`src/rtl/core/mwuf_ram.sv`:
```
module mwuf_ram #(
    parameter int WIDTH = 8,
    parameter int DEPTH = 16
) (
    input  logic                     i_clk,
    input  logic                     i_we,
    input  logic [$clog2(DEPTH)-1:0] i_waddr,
    input  logic [WIDTH-1:0]         i_wdata,
    input  logic                     i_re,
    input  logic [$clog2(DEPTH)-1:0] i_raddr,
    output logic [WIDTH-1:0]         o_rdata
);

    logic [WIDTH-1:0] r_mem [DEPTH];
    logic [WIDTH-1:0] r_rdata;

    always_ff @(posedge i_clk) begin
        if (i_we) begin
            r_mem[i_waddr] <= i_wdata;
        end
        if (i_re) begin
            r_rdata <= r_mem[i_raddr];
        end
    end

    assign o_rdata = r_rdata;

endmodule

```
`config.mk`:
```
export PLATFORM = sky130hd
export DESIGN_NAME = mwuf_ram
export DESIGN_NICKNAME = d
export VERILOG_FILES = /design/src/rtl/core/mwuf_ram.sv
export SDC_FILE = /design/constraint.sdc
export NUM_CORES = 1
export LEC_CHECK = 0
export BUFFER_PORTS_ARGS = -buffer_cell sky130_fd_sc_hd__buf_2
export CORE_AREA = 3 3 127 92
export CTS_BUF_LIST = sky130_fd_sc_hd__clkbuf_4 sky130_fd_sc_hd__clkbuf_8
export CTS_CLUSTER_SIZE = 24
export DETAILED_ROUTE_END_ITERATION = 10
export DIE_AREA = 0 0 130 95
export PLACE_DENSITY = 0.66
export SETUP_SLACK_MARGIN = 0.15
export SLEW_MARGIN = 10
export SYNTH_ARGS = -nofsm -noshare
export SYNTH_HDL_FRONTEND = slang
export SYNTH_SLANG_ARGS = --single-unit
export TNS_END_PERCENT = 50
```
`constraint.sdc`:
```
create_clock -name i_clk -period 3.88 [get_ports i_clk]
set_input_delay 0.194 -clock i_clk [delete_from_list [all_inputs] [get_ports i_clk]]
set_output_delay 0.194 -clock i_clk [all_outputs]
set_load 0.02 [all_outputs]
```
==> results_dict.tcl <==
set metrics [dict create \
    place_congestion 0.7295 \
    grt_max_degree 33 \
    fin_crit_ns 1.866 \
    grt_pass1_vias 2445 \
    end_kind "flop" \
    worst_pin_slew_ns 1.105 \
    initial_utilization_pct 50.10 \
    grt_usage_pct 18.27 \
    antennaDiodeCount 0 \
    status "completed" \
    setup_viol_count_final 0 \
    max-cap-violations 0 \
    drt_pass1_iterations 6 \
    rsz0062_at_grt "no" \
    ir_drop_mv 0.3590 \
    areaGrowthSynthToFinish_pct 12.11 \
    hold_viol 0 \
    cts_buffers 17 \
    layout_common_cells "edfxtp_1, buf_2, mux4_2, clkbuf_8, a22oi_1" \
    post_cts_buffers 0 \
    synthCells 229 \
    clk_pin_slew_worst_paths_ns 0.07 \
    core_um2 10430 \
    register_area_um2 4084 \
    cp_data_required_time_ns 4.06 \
    num_vias 2430 \
    p_per_area_nw_per_um2 506.0 \
    synth_fp_nets 248 \
    postRouteAntennaNets 0 \
    multi_input_area_um2 1057 \
    final_common_cell "edfxtp_1" \
    fin_crit_sh_pct 48.08 \
    dieArea_um2 12350 \
    slew-limit-headroom_pct 26.31 \
    leakagePower_nw 1.928 \
    syn_avg_cell_area_um2 22.83 \
    critPathLaunchType "input pin" \
    die_x_um 130 \
    slew_violations 0 \
    yosys_warnings 0 \
    cts_tree "built" \
    avgRoutedWirePerCell_um 24.70 \
    num_rows 31 \
    antenna_found_initial 0 \
    post_cts_resized 0 \
    cp_max_fo 32 \
    yosysSeqAreaShare_pct 78.12 \
    nets 287 \
    insertion_delay_ns 0.43 \
    fillers 752 \
    synth_cell_types 18 \
    drtIter0Drc 341 \
    synth_area_um2 5228 \
    drc 0 \
    hpwl_um 6358 \
    root_buffer "clkbuf_8" \
    wirelength_um 10200 \
    layout-drive-gt1-share_pct 27.40 \
    hold_buffers 0 \
    grt_overflow 0 \
    grt_pass1_wl_um 15320 \
    port_buffers 26 \
    hold_path_class "input pin to flop" \
    cp.arrival_ns 2.04 \
    final.setup.tns_ns 0 \
    die_h_um 95 \
    fin_worst_skew_ns 0.005973 \
    viasPerCell 5.884 \
    cts_htree_levels 4 \
    cts.sinks 136 \
    yosys_register_bits 136 \
    max_freq_mhz 536.0 \
    total_power_mw 2.965 \
    top_level_ports 27 \
    critPathKind "input pin to flop" \
    cts_buffer_depth 2 \
]
-- path summary, 6_finish.rpt --
| kind | to | slack, ns | from | cells after the start |
|---|---|---|---|---|
| max reg2reg | o_rdata[3]$_DFFE_PP_ | 2.40 | r_mem[8][3]$_DFFE_PP_ | 3 |
| max | o_rdata[3]$_DFFE_PP_ | 2.01 | i_raddr[0] | 4 |
| min | o_rdata[0]$_DFFE_PP_ | 0.13 | i_re | 1 |
| min reg2reg | o_rdata[0]$_DFFE_PP_ | 0.76 | r_mem[7][0]$_DFFE_PP_ | 3 |
-- power breakdown --
part / switching [mW] / leakage (nW) / internal [mW]
registers: 0.00961 / 1.24 / 1.65
logic: 0.0936 / 0.494 / 0.0579
clock network: 0.498 / 0.197 / 0.652
-- cell usage after synthesis --
cell type | n | area share (%)
edfxtp_1 | 136 | 78
mux4_2 | 18 | 7.8
a22oi_1 | 16 | 2.3
mux4_1 | 14 | 7.0
nor2_1 | 13 | 0.93
nand2_1 | 9 | 0.65
nor3_1 | 4 | 0.38
buf_2 | 3 | 0.29
buf_6 | 3 | 0.65
clkdlybuf4s25_2 | 3 | 0.57
nand2b_1 | 2 | 0.24
nand3b_1 | 2 | 0.29
and2_1 | 1 | 0.12
and2b_1 | 1 | 0.14
buf_4 | 1 | 0.14
nand3_1 | 1 | 0.096
nor2b_1 | 1 | 0.12
or3b_2 | 1 | 0.17
-- kinds of logic (layout without fill, tap and decap cells) --
| group | after synthesis | after routing | share of synthesized area (%) |
|---|---|---|---|
| compound gates | 16 | 16 | 2.298 |
| buf+inv | 10 | 62 | 1.651 |
| flops | 136 | 136 | 78.12 |
| mux | 32 | 32 | 14.79 |
| simple gates | 35 | 35 | 3.136 |
-- final cells by class --
type	instances	share of cell area [%]
well taps	132	2.818
repair buffers	30	2.733
flip-flops and latches	136	69.68
multi-input cells	83	18.04
clock buffers	21	4.505
clock inverters	11	2.220
-- state kept, by name, indices dropped and copies added, names as in the netlist --
name     cells
r_mem      128
o_rdata      8
-- per-layer routing --
metal	routed length, um	global-route usage, %	up-vias
li1	-	-	1060
met1	4880	28.83	1277
met2	4439	24.10	85
met3	780	5.766	8
met4	99	5.969	0
met5	0	0	-
-- metrics by stage --
step / std cells / instance area [um^2] / hold slack [ns] / utilization [%] / setup WS (ns)
final: 413 / 5861 / 0.1300 / 56.17 / 2.014
after global routing: 413 / 5861 / 0.1024 / 56.17 / 1.857
after CTS: 413 / 5861 / 0.09382 / 56.17 / 2.007
after detailed placement: 381 / 5466 / 0.5728 / 52.39 / 1.529
after global placement: 381 / 5466 / 0.5745 / 52.39 / 1.552
after floorplan: 229 / 5228 / 0.2929 / - / 2.193
-- worst max-delay path, cell delays in order --
cell and delay [ns]:
buf_2 0.81, mux4_1 0.68, a22oi_1 0.26, nand2_1 0.08
Power figures use the tool's default switching activity.
