==> config.mk <==
export PLATFORM = sky130hd
export DESIGN_NAME = mwuf_wall_map
export DESIGN_NICKNAME = d
export VERILOG_FILES = /design/src/rtl/core/mwuf_pkg.sv /design/src/rtl/core/mwuf_wall_map.sv
export SDC_FILE = /design/constraint.sdc
export NUM_CORES = 1
export LEC_CHECK = 0
export ABC_AREA = 1
export BUFFER_PORTS_ARGS = -buffer_cell sky130_fd_sc_hd__buf_2
export CORE_ASPECT_RATIO = 0.9
export CORE_MARGIN = 4
export CORE_UTILIZATION = 63
export DETAILED_ROUTE_END_ITERATION = 8
export GPL_TIMING_DRIVEN = 1
export PLACE_DENSITY = 0.9
export SLEW_MARGIN = 25
export SYNTH_ARGS = -nofsm -noshare
export SYNTH_HDL_FRONTEND = slang
export SYNTH_SLANG_ARGS = --single-unit
==> constraint.sdc <==
create_clock -name vclk -period 14.1
set_input_delay 2.115 -clock vclk [all_inputs]
set_output_delay 2.115 -clock vclk [all_outputs]
set_load 0.03 [all_outputs]
==> src/rtl/core/mwuf_pkg.sv <==
package mwuf_pkg;

    // Default grid bounds; the top level carries them as parameters.
    localparam int DEF_MAX_ROWS = 32;
    localparam int DEF_MAX_COLS = 32;

    // Fixed field widths.
    localparam int DIM_W     = 6;
    localparam int COORD_W   = 5;
    localparam int CFG_IDX_W = 1;

    // Configuration register indexes.
    localparam logic [CFG_IDX_W-1:0] REG_GRID_ROWS = 1'd0;
    localparam logic [CFG_IDX_W-1:0] REG_GRID_COLS = 1'd1;

    // Reset values of the grid registers.
    localparam logic [DIM_W-1:0] RST_GRID_ROWS = 6'd32;
    localparam logic [DIM_W-1:0] RST_GRID_COLS = 6'd32;

    typedef enum logic [2:0] {
        ST_CLEAR,
        ST_IDLE,
        ST_READ,
        ST_WALK,
        ST_LINK,
        ST_GROW,
        ST_FIN
    } t_state;

endpackage

==> src/rtl/core/mwuf_wall_map.sv <==
module mwuf_wall_map #(
    parameter int MAX_ROWS = mwuf_pkg::DEF_MAX_ROWS,
    parameter int MAX_COLS = mwuf_pkg::DEF_MAX_COLS,
    parameter int CELL_W   = $clog2(MAX_ROWS * MAX_COLS)
) (
    input  logic [mwuf_pkg::DIM_W-1:0]   i_grid_rows,
    input  logic [mwuf_pkg::DIM_W-1:0]   i_grid_cols,
    input  logic [mwuf_pkg::COORD_W-1:0] i_wall_row,
    input  logic [mwuf_pkg::COORD_W-1:0] i_wall_col,
    input  logic                         i_vertical,
    output logic                         o_ok,
    output logic [CELL_W-1:0]            o_cell_a,
    output logic [CELL_W-1:0]            o_cell_b
);

    localparam int SUM_W = mwuf_pkg::DIM_W + mwuf_pkg::COORD_W + 1;

    logic [mwuf_pkg::DIM_W-1:0]   rows;
    logic [mwuf_pkg::DIM_W-1:0]   cols;
    logic [mwuf_pkg::COORD_W-1:0] base_row;
    logic [mwuf_pkg::COORD_W-1:0] base_col;
    logic [SUM_W-1:0]             sum_a;
    logic [SUM_W-1:0]             sum_b;

    // Saturate the grid size to the supported range.
    always_comb begin
        if (i_grid_rows < 6'd2) begin
            rows = 6'd2;
        end else if (32'(i_grid_rows) > MAX_ROWS) begin
            rows = mwuf_pkg::DIM_W'(MAX_ROWS);
        end else begin
            rows = i_grid_rows;
        end
        if (i_grid_cols < 6'd2) begin
            cols = 6'd2;
        end else if (32'(i_grid_cols) > MAX_COLS) begin
            cols = mwuf_pkg::DIM_W'(MAX_COLS);
        end else begin
            cols = i_grid_cols;
        end
    end

    always_comb begin
        if (i_vertical) begin
            o_ok     = (mwuf_pkg::DIM_W'(i_wall_row) < rows) && (i_wall_col != '0)
                       && (mwuf_pkg::DIM_W'(i_wall_col) < cols);
            base_row = i_wall_row;
            base_col = i_wall_col - 5'd1;
        end else begin
            o_ok     = (i_wall_row != '0) && (mwuf_pkg::DIM_W'(i_wall_row) < rows)
                       && (mwuf_pkg::DIM_W'(i_wall_col) < cols);
            base_row = i_wall_row - 5'd1;
            base_col = i_wall_col;
        end
        // The upper or left cell comes first; its neighbor is one row or one cell on.
        sum_a = SUM_W'(cols) * SUM_W'(base_row) + SUM_W'(base_col);
        sum_b = i_vertical ? sum_a + SUM_W'(1) : sum_a + SUM_W'(cols);
    end

    assign o_cell_a = CELL_W'(sum_a);
    assign o_cell_b = CELL_W'(sum_b);

endmodule

==> flow_summary.toml <==
[sta]
relSlewSlack_pct = 62.1
holdWs_ns = 4.82
hold_viol_final = 0
report.final.slew_viol_count = 0
min_period_ns = 9.08
setup_viol = 0
setup_slack_ns = 5.02
worstMarginPinSlew_ns = 0.563
fin_setup_tns_ns = 0
rsz0062_at_grt = "no"
fmax_ghz = 0.110
period_share_pct = 64.4

[detailed_routing]
drt-total-wl_um = 4550
wl_per_cell_um = 11.1
initialDrtViolationCount = 65
vias_per_cell = 5.13
firstDrtPassIters = 4
route.detailed.drc = 0
ant_nets = 0
vias = 2095

[critical_path]
critical_path.max_fanout = 4
crit_type = "in -> out"
cp_data_required_time_ns = 11.98
critPathLaunchType = "input port"
worstSetupEndpointType = "output pin"
cp.arrival_ns = 6.97

[placed_design]
portBuffers = 44
place_congestion = 0.890
dpl_cell_area_sq_um = 2320
place_ws_ns = 5.01
dp.cells = 408
hpwl_um = 4060

[floorplan]
die_h_um = 62.3
die-width_um = 68.3
num_rows = 19
core-area_sq_um = 3090
die-area_sq_um = 4260
io_pins = 44
start_util_pct = 66.8

[yosys]
synth_top_family_by_area = "simple AND/OR/NAND/NOR gates"
post_synth_fa_ha_maj_area_fraction_pct = 37.7
synth_compound_area_share_pct = 5.64
synth_top_area_share_pct = 21.2
yosys.area.top_type = "ha_1"
avgSynthCellArea_sq_um = 6.37
yosysSeqAreaShare_pct = 0
ys_top_cells_by_area = "ha_1 21%, fa_1 16%, nand2_1 15%"
syn_inst = 324
yosysWarnings = 0
synth-simple-area-share_pct = 38.2
synth_nets = 399
synthMuxAreaShare_pct = 0
netlist_area_sq_um = 2060
yosysUniqueCellTypes = 26
synth_xor_area_share_pct = 5.09

[grt]
grt-ovfl-total = 0
antenna_found_initial = 0
grt_pass1_wl_um = 8220
grt_max_degree = 18
gr-usage-all-layers_pct = 23.4
grt_pass1_vias = 2047

[layout]
num-clock-buffers = 0
nets = 443
stdcell_count = 408
final_cell_mix = "83 x nand2_1, 58 x inv_1, 44 x buf_2"
design_area_sq_um = 2320
seq_area_sq_um = 0
drive_gt1_share_pct = 19.9
diodes = 0
area_growth_pct = 12.4
final_common_cell = "nand2_1"
seq_cell_count = 0
final_util_pct = 75.1
nFillCells = 276

[flow_run]
drv_cap = 0

[clocking]
cts_resized = 0
cts_setup_buffers = 0
postCtsHoldBufs = 0

[pwr]
swShare_pct = 68.1
ir_worst_vdd_uv = 75.5
clockPowerShare_pct = 0
p_int_mw = 0.0762
p_seq_share_pct = 0
power.density_nw_per_um2 = 103
pwr-share-comb_pct = 100.0
power_mw = 0.239
power.switching_mw = 0.163
power_leakage_nw = 1.41

[hold_path]
hold_path_depth = 6
min_from = "i_wall_col[4]"
hold_end = "o_ok"
hp-class = "in -> out"

[status]
status = "completed"
critical path: stages:
cell and delay [ns]:
buf_2 0.09, inv_1 0.06, ha_1 0.29, o21ai_0 0.46
nand3_1 0.19, fa_1 0.59, fa_1 0.45, fa_1 0.55
inv_1 0.04, ha_1 0.34, nand2_1 0.10, inv_2 0.04
nand2_1 0.05, nand3_1 0.13, xnor2_1 0.16, inv_1 0.07
ha_1 0.32, a21oi_1 0.17, o21ai_0 0.10, a21oi_1 0.21
nor2_1 0.09, nand2_1 0.07, nand2_1 0.04, nand2_1 0.04
buf_2 0.18
power groups by stage:
stage               combinational (mW)  sequential (mW)  clock, mW
floorplan                        0.186                0          0
global route                     0.267                0          0
detailed placement               0.239                0          0
global placement                 0.234                0          0
finish                           0.239                0          0
CTS                              0.240                0          0
metal layers:
layer | routed length, um | track usage, % | share of wire, % | vias to the layer above
li1 | - | - | - | 1098
met1 | 2020 | 29.7 | 44 | 923
met2 | 2170 | 41.9 | 48 | 62
met3 | 284 | 2.16 | 6.2 | 12
met4 | 73 | 4.71 | 1.6 | 0
met5 | 0 | 0 | 0 | -
worst max path at each step:
stage,startpoint,to,depth (start not counted)
after floorplan,i_wall_row[0],o_cell_b[7],17
after global placement,i_wall_row[0],o_cell_b[8],25
after CTS,i_wall_row[0],o_cell_b[8],25
final,i_wall_row[0],o_cell_b[8],25
after global routing,i_wall_row[0],o_cell_b[8],25
after detailed placement,i_wall_row[0],o_cell_b[8],25
area by class of cell:
| cell class | count | area [sq um] | area share, % |
|---|---|---|---|
| multi-input combinational | 253 | 1790 | 77.1 |
| timing repair buffer | 44 | 220 | 9.49 |
| tap | 42 | 52.6 | 2.26 |
| inverter | 69 | 259 | 11.2 |
Yosys cell counts:
library cell and instances:
nor2_1 38, nor2_4 1, nand3b_1 2, nand3_2 6, ha_1 35, inv_2 10
fa_1 17, nand3_4 1, a21oi_1 14, nor2_8 1, nand4_1 10, xnor2_1 3
nor3_1 1, or2_2 1, a31oi_1 1, or2_1 1, inv_1 58, nand2_4 3
nand3_1 12, nand2_1 83, o21ai_0 8, buf_2 1, xor2_1 9, clkinv_1 1
nand2_2 6, buf_6 1
cell families (layout without fill, tap and decap cells):
group,Yosys count,after routing
AO/OA/AOI/OAI,23,23
XOR/XNOR,12,12
adder cells (fa/ha/maj),52,52
buffers and inverters,71,113
AND/OR/NAND/NOR,166,166
(Power assumes the default switching activity.)
